$ cat src/hdl/heater_power_controller_top_defines.svh
// Assertion macros shared by the heater power controller modules.
`ifndef HEATER_POWER_CONTROLLER_TOP_DEFINES_SVH
`define HEATER_POWER_CONTROLLER_TOP_DEFINES_SVH

`ifndef SYNTHESIS
// Check that cons holds in the same cycle as ante.
`define HPC_ASSERT_NOW(lbl, clk, rst, ante, cons, msg) \
   lbl: assert property (@(posedge clk) disable iff (rst) (ante) |-> (cons)) else $error(msg);
// Check that cons holds in the cycle after ante.
`define HPC_ASSERT_NEXT(lbl, clk, rst, ante, cons, msg) \
   lbl: assert property (@(posedge clk) disable iff (rst) (ante) |=> (cons)) else $error(msg);
`else
`define HPC_ASSERT_NOW(lbl, clk, rst, ante, cons, msg)
`define HPC_ASSERT_NEXT(lbl, clk, rst, ante, cons, msg)
`endif

`endif

$ cat src/hdl/hpc_pkg.sv
// Types, constants and register indexes of the heater power controller.
`default_nettype none

package hpc_pkg;

   localparam int TIME_BITS = 32;

   localparam logic [7:0]  FULL_POWER     = 8'd255;
   localparam logic [7:0]  MIN_POWER      = 8'd30;
   localparam logic [6:0]  PERCENT_MAX    = 7'd100;
   // 0.96 in 16-bit fixed point, rounded up so that p*96/100 truncates exactly
   localparam logic [15:0] ADV_SCALE      = 16'd62915;
   localparam logic [3:0]  SEND_DELTA     = 4'd10;
   localparam logic [TIME_BITS-1:0] SEND_PERIOD_MS = TIME_BITS'(10000);
   localparam logic [9:0]  MS_PER_S       = 10'd1000;

   localparam int CSR_INDEX_BITS = 3;
   localparam int CSR_DATA_BITS  = 17;

   localparam logic [CSR_INDEX_BITS-1:0] CSR_MODE_ADVANCED     = 3'd0;
   localparam logic [CSR_INDEX_BITS-1:0] CSR_SETPOINT_TENTHS   = 3'd1;
   localparam logic [CSR_INDEX_BITS-1:0] CSR_HYSTERESIS_TENTHS = 3'd2;
   localparam logic [CSR_INDEX_BITS-1:0] CSR_WAIT_SECONDS      = 3'd3;
   localparam logic [CSR_INDEX_BITS-1:0] CSR_HEAT_SECONDS      = 3'd4;
   localparam logic [CSR_INDEX_BITS-1:0] CSR_POWER_PERCENT     = 3'd5;

   typedef struct packed {
      logic        mode_advanced;
      logic [8:0]  setpoint_tenths;
      logic [6:0]  hysteresis_tenths;
      logic [16:0] wait_seconds;
      logic [16:0] heat_seconds;
      logic [6:0]  power_percent;
   } cfg_type;

   typedef struct packed {
      logic signed [10:0]   temperature_tenths;
      logic                 reading_valid;
      logic [TIME_BITS-1:0] now_ms;
      logic                 restart_timer;
      logic                 transmit_allowed;
   } req_type;

   typedef struct packed {
      logic [7:0] power;
      logic       send_packet;
      logic       heating_latched;
      logic       heating_phase;
   } rsp_type;

endpackage

`default_nettype wire

$ cat src/hdl/hpc_ctrl.sv
// Controller state and the per-sample power, phase and send decision.
`default_nettype none
`include "heater_power_controller_top_defines.svh"

module hpc_ctrl
   import hpc_pkg::*;
(
   input  logic    clock,
   input  logic    reset,
   input  logic    step,
   input  cfg_type cfg,
   input  req_type item,
   output rsp_type result
);

   logic signed [10:0]   last_temp_ff, last_temp_in;
   logic                 latch_ff, latch_in;
   logic                 started_ff, started_in;
   logic                 heating_ff, heating_in;
   logic [TIME_BITS-1:0] phase_start_ff, phase_start_in;
   logic [7:0]           last_sent_ff, last_sent_in;
   logic [TIME_BITS-1:0] last_send_ms_ff, last_send_ms_in;

   logic signed [12:0]   temp_s;
   logic signed [12:0]   setpoint_s;
   logic signed [12:0]   on_level_s;
   logic signed [12:0]   error_s;
   logic [7:0]           clamped_power;
   logic [6:0]           percent_sat;
   logic [22:0]          percent_product;
   logic [7:0]           adv_power;
   logic [26:0]          wait_ms;
   logic [26:0]          heat_ms;
   logic                 phase_heating;
   logic [TIME_BITS-1:0] phase_start;
   logic [TIME_BITS-1:0] elapsed;
   logic [7:0]           power;
   logic signed [8:0]    power_delta;
   logic [8:0]           power_delta_abs;
   logic [TIME_BITS-1:0] since_send;
   logic                 send;

   // temperature path of simple mode
   always_comb begin
      last_temp_in  = item.reading_valid ? item.temperature_tenths : last_temp_ff;
      temp_s        = {{2{last_temp_in[10]}}, last_temp_in};
      setpoint_s    = $signed({4'b0, cfg.setpoint_tenths});
      on_level_s    = setpoint_s - $signed({6'b0, cfg.hysteresis_tenths});
      error_s       = setpoint_s - temp_s;
      if (error_s > $signed({5'b0, FULL_POWER})) begin
         clamped_power = FULL_POWER;
      end else if (error_s < $signed({5'b0, MIN_POWER})) begin
         clamped_power = MIN_POWER;
      end else begin
         clamped_power = error_s[7:0];
      end
   end

   // interval timer arithmetic of advanced mode
   always_comb begin
      percent_sat     = (cfg.power_percent > PERCENT_MAX) ? PERCENT_MAX : cfg.power_percent;
      percent_product = 23'(percent_sat) * 23'(ADV_SCALE);
      adv_power       = MIN_POWER + {1'b0, percent_product[22:16]};
      wait_ms         = 27'(cfg.wait_seconds) * 27'(MS_PER_S);
      heat_ms         = 27'(cfg.heat_seconds) * 27'(MS_PER_S);
      // start or restart the cycle in the wait phase at this sample
      if (!started_ff || item.restart_timer) begin
         phase_heating = 1'b0;
         phase_start   = item.now_ms;
      end else begin
         phase_heating = heating_ff;
         phase_start   = phase_start_ff;
      end
      elapsed = item.now_ms - phase_start;
   end

   always_comb begin
      latch_in       = latch_ff;
      started_in     = started_ff;
      heating_in     = heating_ff;
      phase_start_in = phase_start_ff;
      power          = 8'd0;
      if (!cfg.mode_advanced) begin
         if (latch_ff) begin
            if (temp_s >= setpoint_s) begin
               latch_in = 1'b0;
            end else begin
               power = clamped_power;
            end
         end else if (temp_s <= on_level_s) begin
            latch_in = 1'b1;
            power    = FULL_POWER;
         end
      end else begin
         started_in     = 1'b1;
         heating_in     = phase_heating;
         phase_start_in = phase_start;
         if (!phase_heating) begin
            if (elapsed >= TIME_BITS'(wait_ms)) begin
               heating_in     = 1'b1;
               phase_start_in = item.now_ms;
            end
         end else if (elapsed >= TIME_BITS'(heat_ms)) begin
            heating_in     = 1'b0;
            phase_start_in = item.now_ms;
         end else begin
            power = adv_power;
         end
      end
   end

   // send decision
   always_comb begin
      power_delta     = $signed({1'b0, power}) - $signed({1'b0, last_sent_ff});
      power_delta_abs = power_delta[8] ? 9'(-power_delta) : 9'(power_delta);
      since_send      = item.now_ms - last_send_ms_ff;
      send            = item.transmit_allowed &&
                        ((power_delta_abs > 9'(SEND_DELTA)) || (since_send > SEND_PERIOD_MS));
      last_sent_in    = send ? power : last_sent_ff;
      last_send_ms_in = send ? item.now_ms : last_send_ms_ff;
   end

   always_ff @(posedge clock) begin
      if (reset) begin
         last_temp_ff    <= '0;
         latch_ff        <= 1'b0;
         started_ff      <= 1'b0;
         heating_ff      <= 1'b0;
         phase_start_ff  <= '0;
         last_sent_ff    <= '0;
         last_send_ms_ff <= '0;
      end else if (step) begin
         last_temp_ff    <= last_temp_in;
         latch_ff        <= latch_in;
         started_ff      <= started_in;
         heating_ff      <= heating_in;
         phase_start_ff  <= phase_start_in;
         last_sent_ff    <= last_sent_in;
         last_send_ms_ff <= last_send_ms_in;
      end
   end

   assign result.power           = power;
   assign result.send_packet     = send;
   assign result.heating_latched = latch_in;
   assign result.heating_phase   = heating_in;

   `HPC_ASSERT_NEXT(a_send_records_power, clock, reset, step && send,
      last_sent_ff == $past(power), "sent power not recorded")
   `HPC_ASSERT_NOW(a_simple_power_range, clock, reset, step && !cfg.mode_advanced,
      (latch_in ? (power >= MIN_POWER) : (power == 8'd0)), "simple mode power out of band")

endmodule

`default_nettype wire

$ cat src/hdl/heater_power_controller_top.sv
// Top level of the heater power controller: handshakes, registers and stages.
`default_nettype none
`include "heater_power_controller_top_defines.svh"

// Heater power controller. Each req beat carries one temperature sample with
// its time stamp; each sample yields exactly one rsp beat with the heater
// power, the send flag and the two mode states. In simple mode a hysteresis
// latch drives full power at or below setpoint minus hysteresis, then follows
// the error clamped to 30..255 until the setpoint is reached. In advanced
// mode a wait/heat interval timer runs off the sample time stamps. Rate: one
// sample per clock cycle while the receiver does not stall; each sample
// passes the sample register, then the result register, on its way to its
// rsp beat; the controller updates its state as the sample advances. The
// csr port writes one register per cycle with no wait; write it only while
// no sample is in flight. Synchronous active-high reset restores register
// defaults (simple mode, setpoint 22.0, hysteresis 0.5), clears all but payload.
module heater_power_controller_top
   import hpc_pkg::*;
(
   input  logic                      clock,
   input  logic                      reset,
   // sample channel
   input  logic                      req_valid,
   output logic                      req_stall,
   input  logic signed [10:0]        req_temperature_tenths,
   input  logic                      req_reading_valid,
   input  logic [TIME_BITS-1:0]      req_now_ms,
   input  logic                      req_restart_timer,
   input  logic                      req_transmit_allowed,
   // result channel
   output logic                      rsp_valid,
   input  logic                      rsp_stall,
   output logic [7:0]                rsp_power,
   output logic                      rsp_send_packet,
   output logic                      rsp_heating_latched,
   output logic                      rsp_heating_phase,
   // register write port
   input  logic                      csr_write_enable,
   input  logic [CSR_INDEX_BITS-1:0] csr_index,
   input  logic [CSR_DATA_BITS-1:0]  csr_write_data
);

   cfg_type cfg_ff, cfg_in;

   logic    sample_valid_ff, sample_valid_in;
   req_type sample_ff, sample_in;
   logic    rsp_valid_ff, rsp_valid_in;
   rsp_type rsp_ff, rsp_in;

   logic    req_take;
   logic    advance;
   rsp_type result;

   // Register file: take one write per cycle, drop writes to unknown indexes.
   always_comb begin
      cfg_in = cfg_ff;
      if (csr_write_enable) begin
         case (csr_index)
            CSR_MODE_ADVANCED:     cfg_in.mode_advanced     = csr_write_data[0];
            CSR_SETPOINT_TENTHS:   cfg_in.setpoint_tenths   = csr_write_data[8:0];
            CSR_HYSTERESIS_TENTHS: cfg_in.hysteresis_tenths = csr_write_data[6:0];
            CSR_WAIT_SECONDS:      cfg_in.wait_seconds      = csr_write_data[16:0];
            CSR_HEAT_SECONDS:      cfg_in.heat_seconds      = csr_write_data[16:0];
            CSR_POWER_PERCENT:     cfg_in.power_percent     = csr_write_data[6:0];
            default:               cfg_in = cfg_ff;
         endcase
      end
   end

   // The sample stage advances whenever the result register is empty or is
   // being emptied this cycle, so a waiting result never blocks the stage
   // behind it by more than the single beat held in the result register.
   assign advance   = sample_valid_ff && (!rsp_valid_ff || !rsp_stall);
   assign req_stall = sample_valid_ff && !advance;
   assign req_take  = req_valid && !req_stall;

   always_comb begin
      sample_in.temperature_tenths = req_temperature_tenths;
      sample_in.reading_valid      = req_reading_valid;
      sample_in.now_ms             = req_now_ms;
      sample_in.restart_timer      = req_restart_timer;
      sample_in.transmit_allowed   = req_transmit_allowed;

      // hold the sample stage while the result side is blocked
      if (req_take) begin
         sample_valid_in = 1'b1;
      end else if (advance) begin
         sample_valid_in = 1'b0;
      end else begin
         sample_valid_in = sample_valid_ff;
      end

      // load the result register on advance, drop it once the beat is taken
      rsp_in = result;
      if (advance) begin
         rsp_valid_in = 1'b1;
      end else if (rsp_valid_ff && !rsp_stall) begin
         rsp_valid_in = 1'b0;
      end else begin
         rsp_valid_in = rsp_valid_ff;
      end
   end

   // Controller: state update happens on the cycle the sample advances.
   hpc_ctrl u_ctrl (
      .clock  (clock),
      .reset  (reset),
      .step   (advance),
      .cfg    (cfg_ff),
      .item   (sample_ff),
      .result (result)
   );

   always_ff @(posedge clock) begin
      if (reset) begin
         cfg_ff.mode_advanced     <= 1'b0;
         cfg_ff.setpoint_tenths   <= 9'd220;
         cfg_ff.hysteresis_tenths <= 7'd5;
         cfg_ff.wait_seconds      <= '0;
         cfg_ff.heat_seconds      <= '0;
         cfg_ff.power_percent     <= '0;
         sample_valid_ff          <= 1'b0;
         rsp_valid_ff             <= 1'b0;
      end else begin
         cfg_ff          <= cfg_in;
         sample_valid_ff <= sample_valid_in;
         rsp_valid_ff    <= rsp_valid_in;
      end
   end

   // Payload registers: no reset needed.
   always_ff @(posedge clock) begin
      if (req_take) begin
         sample_ff <= sample_in;
      end
      if (advance) begin
         rsp_ff <= rsp_in;
      end
   end

   assign rsp_valid           = rsp_valid_ff;
   assign rsp_power           = rsp_ff.power;
   assign rsp_send_packet     = rsp_ff.send_packet;
   assign rsp_heating_latched = rsp_ff.heating_latched;
   assign rsp_heating_phase   = rsp_ff.heating_phase;

   `HPC_ASSERT_NEXT(a_take_fills_stage, clock, reset, req_take,
      sample_valid_ff, "accepted sample missing from sample stage")
   `HPC_ASSERT_NOW(a_power_needs_heating, clock, reset,
      rsp_valid_ff && (rsp_ff.power != 8'd0),
      rsp_ff.heating_latched || rsp_ff.heating_phase, "power without heating state")

endmodule

`default_nettype wire

$ cat config.mk
export PLATFORM = sky130hd
export DESIGN_NAME = heater_power_controller_top
export DESIGN_NICKNAME = d
export VERILOG_FILES = /design/src/hdl/hpc_pkg.sv /design/src/hdl/hpc_ctrl.sv /design/src/hdl/heater_power_controller_top.sv
export VERILOG_INCLUDE_DIRS = /design/src /design/src/hdl
export SDC_FILE = /design/constraint.sdc
export NUM_CORES = 1
export LEC_CHECK = 0
export BUFFER_PORTS_ARGS = -buffer_cell sky130_fd_sc_hd__buf_4
export CAP_MARGIN = 20
export CORE_ASPECT_RATIO = 1.75
export CORE_MARGIN = 2
export CORE_UTILIZATION = 25
export CTS_CLUSTER_SIZE = 12
export DETAILED_ROUTE_END_ITERATION = 16
export MAX_ROUTING_LAYER = met4
export PLACE_DENSITY = 0.48
export SYNTH_ARGS = -nofsm -noshare
export SYNTH_HDL_FRONTEND = slang
export SYNTH_SLANG_ARGS = --single-unit
$ cat constraint.sdc
create_clock -name clock -period 8.8 [get_ports clock]
set_input_delay 1.32 -clock clock [delete_from_list [all_inputs] [get_ports clock]]
set_output_delay 1.32 -clock clock [all_outputs]
set_load 0.1 [all_outputs]
After elaboration in Yosys (flattened, before gate mapping)
Cells that the tools add are included.
{"block": "word_totals", "output_inout_bits": 13, "in_bits": 71, "word_cells": 100, "reg_bits": 203}
{"block": "op_classes", "muxes": 28, "magnitude_cmp": 9, "n_eq_ne": 5, "addsub": 7, "n_reduce_logical": 24, "mul": 3}
{"cell": "32-bit two-way mux", "n": 4}
{"cell": "32-bit by 27-bit >= comparator with 1-bit output", "n": 2}
{"cell": "8-bit two-way mux", "n": 8}
{"cell": "32-bit subtractor", "n": 2}
{"cell": "17-bit by 7-bit multiplier with 24-bit output (second input constant)", "n": 2}
{"cell": "32-bit by 14-bit greater-than comparator with 1-bit output (second input constant)", "n": 1}
{"cell": "7-bit by 16-bit multiplier with 23-bit output (second input constant)", "n": 1}
{"cell": "2-bit AND reduction", "n": 8}
{"cell": "13-bit by 9-bit greater-than comparator with 1-bit output (second input constant)", "n": 1}
{"cell": "13-bit by 6-bit < comparator with 1-bit output (second input constant)", "n": 1}
{"cell": "1-bit two-way mux", "n": 13}
{"cell": "10-bit by 11-bit subtractor with 12-bit output", "n": 1}
{"cell": "11-bit by 10-bit >= comparator with 1-bit output", "n": 1}
{"cell": "11-bit by 10-bit less-or-equal comparator with 1-bit output", "n": 1}
{"cell": "11-bit two-way mux", "n": 1}
{"cell": "9-bit by 7-bit subtractor with 10-bit output", "n": 1}
{"cell": "9-bit by 4-bit greater-than comparator with 1-bit output (second input constant)", "n": 1}
{"cell": "9-bit two-way mux", "n": 1}
{"cell": "9-bit negator", "n": 1}
{"cell": "8-bit by 8-bit subtractor with 9-bit output", "n": 1}
{"cell": "5-bit by 7-bit adder with 8-bit output (first input constant)", "n": 1}
{"cell": "7-bit greater-than comparator (second input constant)", "n": 1}
{"cell": "7-bit two-way mux", "n": 1}
{"cell": "3-bit by 2-bit equality test with 1-bit output (second input constant)", "n": 2}
{"cell": "7 further kinds", "n": 19}

Depth between registers and ports, before layout
{"block": "depth", "depth_word": 15, "ltp_mapped": 45, "mapped_depth_nobuf": 42}

Modules after synthesis
From an unflattened synthesis, not the netlist that was laid out.
{"block": "hier_totals", "cells_unflattened": 2338, "hier_area_um2": 21750.9}
{"mod": "hpc_ctrl", "seq_area_each_um2": 1721.7, "n_inst": 1, "area_per_inst_um2": 17549.3, "cells_per_inst": 2048}
{"mod": "heater_power_controller_top", "seq_area_each_um2": 2912.8, "n_inst": 1, "area_per_inst_um2": 4201.5, "cells_per_inst": 290}

Worst setup path before layout
No wires, ideal clock.
{"block": "synth_path", "kind": "reg-to-reg", "from": "register cfg_ff[10] (netlist bit)", "to": "register u_ctrl.last_send_ms_ff[10]", "synth_period_minus_slack_ns": 8.988, "path_buffers": 2, "stages_incl_launch_ff": 43, "slack_ns": -0.188, "required_time_ns": 8.668, "arrival_time_ns": 8.856, "setup_ns": 0.132, "path_cell_list": "dfxtp_1 inv_1 fa_1 fa_1 fa_1 fa_1 inv_1 ha_1 or2_2 o31a_1 o211a_1 nor2_1 a2111oi_0 nor3_1 xor2_1 ha_1 a21o_1 a21o_1 (+7 left out) o32a_1 ha_1 inv_1 fa_1 a21o_1 a221oi_2 a21oi_1 mux2i_1 o221a_2 nor2_1 nor4_1 nand4_1 o41ai_4 inv_2 buf_2 buf_2 nand3_1 a21oi_1"}
{"block": "synth_between", "elab_chain_cells": 12}
{"item": "start, declared", "line_no": "heater_power_controller_top.sv:43", "text": "cfg_type cfg_ff, cfg_in;"}
{"item": "start signal, assigned", "line_no": "heater_power_controller_top.sv:125", "text": "cfg_ff <= cfg_in;"}
{"item": "17-bit by 7-bit multiplier with 24-bit output (*)", "line_no": "hpc_ctrl.sv:65", "text": "heat_ms = 27'(cfg.heat_seconds) * 27'(MS_PER_S);"}
{"item": "32-bit by 27-bit >= comparator with 1-bit output (*)", "line_no": "hpc_ctrl.sv:103", "text": "end else if (elapsed >= TIME_BITS'(heat_ms)) begin"}
{"item": "8-bit two-way mux (*)", "line_no": "hpc_ctrl.sv:103"}
{"item": "8-bit two-way mux (*)", "line_no": "hpc_ctrl.sv:98", "text": "if (!phase_heating) begin"}
{"item": "8-bit two-way mux (*)", "line_no": "hpc_ctrl.sv:83", "text": "if (!cfg.mode_advanced) begin"}
{"item": "8-bit by 8-bit subtractor with 9-bit output (*)", "line_no": "hpc_ctrl.sv:114", "text": "power_delta = $signed({1'b0, power}) - $signed({1'b0, last_sent_ff});"}
{"item": "9-bit negator", "line_no": "hpc_ctrl.sv:115", "text": "power_delta_abs = power_delta[8] ? 9'(-power_delta) : 9'(power_delta);"}
{"item": "9-bit two-way mux (*)", "line_no": "hpc_ctrl.sv:115"}
{"item": "9-bit by 4-bit greater-than comparator with 1-bit output (*)", "line_no": "hpc_ctrl.sv:118", "text": "((power_delta_abs > 9'(SEND_DELTA)) || (since_send > SEND_PERIOD_MS));"}
{"item": "1-bit logical OR (*)", "line_no": "hpc_ctrl.sv:118"}
{"item": "1-bit logical AND (*)", "line_no": "hpc_ctrl.sv:117", "text": "send = item.transmit_allowed &&"}
{"item": "2-bit AND reduction (no source line) (*)"}
{"item": "end signal, assigned", "line_no": "hpc_ctrl.sv:139", "text": "last_send_ms_ff <= last_send_ms_in;"}
{"item": "end, declared", "line_no": "hpc_ctrl.sv:22", "text": "logic [TIME_BITS-1:0] last_send_ms_ff, last_send_ms_in;"}
Every way passes the cells marked *; elsewhere a longest branch is shown, timed or not.
A chain may end at the register's enable or synchronous reset.

Final worst setup path
{"block": "layout_path", "from": "register cfg_ff[14] (netlist bit)", "to": "register u_ctrl.last_sent_ff[0]"}
{"block": "layout_between", "elab_chain_cells": 12}
{"item": "17-bit by 7-bit multiplier with 24-bit output (*)", "line_no": "hpc_ctrl.sv:65"}
{"item": "32-bit by 27-bit >= comparator with 1-bit output (*)", "line_no": "hpc_ctrl.sv:103"}
{"item": "8-bit two-way mux (*)", "line_no": "hpc_ctrl.sv:103"}
{"item": "8-bit two-way mux (*)", "line_no": "hpc_ctrl.sv:98"}
{"item": "8-bit two-way mux (*)", "line_no": "hpc_ctrl.sv:83"}
{"item": "8-bit by 8-bit subtractor with 9-bit output", "line_no": "hpc_ctrl.sv:114"}
{"item": "9-bit negator", "line_no": "hpc_ctrl.sv:115"}
{"item": "9-bit two-way mux", "line_no": "hpc_ctrl.sv:115"}
{"item": "9-bit by 4-bit greater-than comparator with 1-bit output", "line_no": "hpc_ctrl.sv:118"}
{"item": "1-bit logical OR", "line_no": "hpc_ctrl.sv:118"}
{"item": "1-bit logical AND", "line_no": "hpc_ctrl.sv:117"}
{"item": "2-bit AND reduction (no source line)"}
{"item": "end signal, assigned", "line_no": "hpc_ctrl.sv:138", "text": "last_sent_ff <= last_sent_in;"}
{"item": "end, declared", "line_no": "hpc_ctrl.sv:21", "text": "logic [7:0] last_sent_ff, last_sent_in;"}
Marked as above.

==> flow_metrics.tcl <==
set metrics [dict create \
    antenna_found_initial 0 \
    fin_crit_ns 9.23 \
    critical_path_arrival_ns 9.65 \
    worst_ir_drop_vdd_uv 125 \
    hold_class "flop to flop" \
    cp_common_cell "fa_1" \
    ctsHtreeMaxLevel 1 \
    synth_top_area_share_pct 18.3 \
    max_freq_ghz 0.108 \
    clock_path_buffers 3 \
    worst_slew_pin_slew_ns 1.05 \
    die_w_um 224 \
    drive_gt1_share_pct 16.2 \
    cts.sinks 203 \
    synthCells 2370 \
    drtAntennaViolNets 0 \
    finish.utilization_pct 30.7 \
    maxSlewHeadroom_pct 29.5 \
    row_count 140 \
    synth_top_area_cell "ha_1" \
    yosysWarnings 0 \
    hpwl_um 52000 \
    seq_area_frac_synth_pct 22.0 \
    syn_area_per_cell_um2 8.90 \
    worstPathRequired_ns 9.22 \
    drt-total-wl_um 64000 \
    syn_to_final_growth_pct 21.2 \
    final_hold_viol_count 0 \
    max_cap_viol_count 0 \
    regToRegEndpoint "u_ctrl.last_sent_ff[0]" \
    crit_start "cfg_ff[14]" \
    drc 0 \
    grt_pass1_wl_um 101000 \
    initial_core_util_pct 25.3 \
    grt_pass1_vias 18200 \
    syn_area_um2 21100 \
    worstSetupEndpoint "u_ctrl.last_sent_ff[0]" \
    critPathLaunchType "flop" \
    drt_iter0_markers 584 \
    synth_edf_count 57 \
    skew_ns 0.0456 \
    status "finished with violations" \
    gr-total-overflow 0 \
    clk_latency_ns 0.59 \
    grt_max_degree 72 \
    synth_area_leaders "ha_1, dfxtp_1, fa_1, edfxtp_1, inv_1" \
    p_leak_nw 11.8 \
    dr.pass1.iters 5 \
    async_flop_share_pct 0 \
    powerDensity_nw_per_um2 133 \
    vias_per_cell 4.78 \
    n_antenna_cell 0 \
    drv_slew 0 \
    place.gp.congestion 0.907 \
    dieArea_um2 86800 \
    crit_path_max_incr_delay_ns 0.57 \
    r2r_cells 42 \
    ys.flop_type "dfxtp_1" \
    cts_tree "done" \
    finalCritPeriodShare_pct 105 \
    io_pins 84 \
    ys_ff_latch 203 \
    grt_usage_pct 15.3 \
    clkTransAtPathRegs_ns 0.06 \
    cts_root_buffer "clkbuf_16" \
    die_height_um 388 \
    cts_buffers 24 \
    fin_cells 3654 \
    cpMaxStageDelayCell "fa_1" \
    rsz0062_at_grt "true" \
    yosysUniqueCellTypes 82 \
    setup_violations 41 \
    fillers 8843 \
    core-area_um2 83400 \
    worstReg2RegStart "cfg_ff[14]" \
    wl_per_cell_um 17.5 \
    path_class "flop to flop" \
    place.port_buffers 83 \
    synth_nets 2893 \
    violations "negative setup slack" \
    reg2reg_slack_ns -0.43 \
    worst_slack_ns -0.434 \
    endpoint_kind "flop" \
    placedCellCount 3592 \
    crit_fanout 5 \
    nNetsFinal 3095 \
    num_vias 17500 \
    cts_hold_buf 0 \
]
## layout by cell type, fill, tap and decap left out, drive strengths merged, types with 34 or more instances in the layout
cell type and instances:
xor2 45, xnor2 66, nand2 176, nor2 152, edfxtp 57, o21ai 109, a21oi 187, ha 308
inv 275, nor3 47, mux2i 92, fa 144, clkbuf 34, nand3 79, buf 249, nor2b 36
a21o 60, dfxtp 146
## registers in the layout (all words and copies together) (netlist names)
| register | cells |
|---|---|
| cfg_ff | 58 |
| rsp_heating_latched | 1 |
| rsp_heating_phase | 1 |
| rsp_power | 8 |
| rsp_send_packet | 1 |
| rsp_valid | 1 |
| sample_ff | 46 |
| sample_valid_ff | 1 |
| u_ctrl.heating_ff | 1 |
| u_ctrl.last_send_ms_ff | 32 |
| u_ctrl.last_sent_ff | 8 |
| u_ctrl.last_temp_ff | 11 |
| u_ctrl.latch_ff | 1 |
| u_ctrl.phase_start_ff | 32 |
| u_ctrl.started_ff | 1 |
## Yosys cell counts (all sizes together) (5+ instances only)
cell	instances
o22ai	9
fa	144
o41ai	7
o211ai	9
nand3b	8
a21o	60
nand4	25
o31a	6
buf	17
o221ai	5
dfxtp	146
or4	5
clkbuf	56
o31ai	11
nand2	176
nand3	79
xor2	45
xnor2	66
nand2b	28
a2111oi	10
nor2	152
o211a	9
nor2b	36
and3	15
nor3	47
a211oi	23
and2	8
a21oi	187
a31oi	15
or3	16
o21bai	10
ha	308
mux2i	92
or2	10
o2111ai	5
inv	270
edfxtp	57
o21ai	109
a311oi	5
o21a	20
## metrics by stage
stage	setup WS (ns)	hold WS [ns]	power (mW)	setup TNS, ns	cell area [um^2]
after floorplan	0.00912	0.436	1.84	0	21200
after global placement	-0.717	0.450	2.26	-27.01	24000
after detailed placement	-0.857	0.456	2.25	-31.90	24000
after CTS	-0.463	0.466	3.41	-17.91	25200
after global routing	-0.863	0.471	3.61	-33.81	25600
final	-0.434	0.471	3.39	-16.41	25600
## kinds of logic (layout without fill, tap and decap cells)
logic type,after synthesis,count (layout),share of synthesized area [%]
simple gates,618,618,13.9
fa+ha+maj,452,452,31.9
mux,92,92,4.37
buf+inv,344,563,6.24
xor+xnor,111,111,4.61
flops,203,203,22.0
compound gates,550,550,17.0
## what timing repair did
item / CTS / global route
pin swaps: 44 / 33
endpoints found under the setup margin: 41 / 41
buffers inserted: 10 / 7
gates resized for setup: 55 / 66
gates cloned: 2 / 0
## power breakdown
part	internal (mW)	switching [mW]
Sequential	1.00	0.0395
Combinational	0.546	0.712
Clock	0.640	0.456
## worst max-delay path: cells and delay by family, from the launching register on
kind | cells | cell delay [ns]
simple gates | 8 | 1.24
xor+xnor | 2 | 0.28
buf+inv | 10 | 1.14
fa+ha+maj | 8 | 3.25
compound gates | 14 | 2.82
flops | 1 | 0.38
## worst min path at each step
| stage | slack, ns | end | cells after the start | start |
|---|---|---|---|---|
| floorplan | 0.44 | cfg_ff[48] | 2 | cfg_ff[48] |
| global placement | 0.45 | cfg_ff[48] | 2 | cfg_ff[48] |
| detailed placement | 0.46 | cfg_ff[48] | 2 | cfg_ff[48] |
| CTS | 0.47 | cfg_ff[48] | 2 | cfg_ff[48] |
| global route | 0.47 | cfg_ff[48] | 2 | cfg_ff[48] |
| finish | 0.47 | cfg_ff[48] | 2 | cfg_ff[48] |
## cell type report
type | count | area [um^2] | share of cell area, %
Timing Repair Buffer | 249 | 2010 | 7.85
Sequential cell | 203 | 4650 | 18.2
Inverter | 271 | 1030 | 4.05
Clock inverter | 9 | 141 | 0.553
Multi-Input combinational cell | 1823 | 15700 | 61.4
Tap cell | 1065 | 1330 | 5.21
Clock buffer | 34 | 691 | 2.70
## per-layer routing
layer	vias to the layer above	GRT usage [%]	wire length (um)
li1	8720	-	-
met1	8446	15.7	24800
met2	199	29.0	34800
met3	90	1.05	1090
met4	0	7.31	3360
met5	-	-	0
Note: power is estimated with default switching activity, not from simulation.
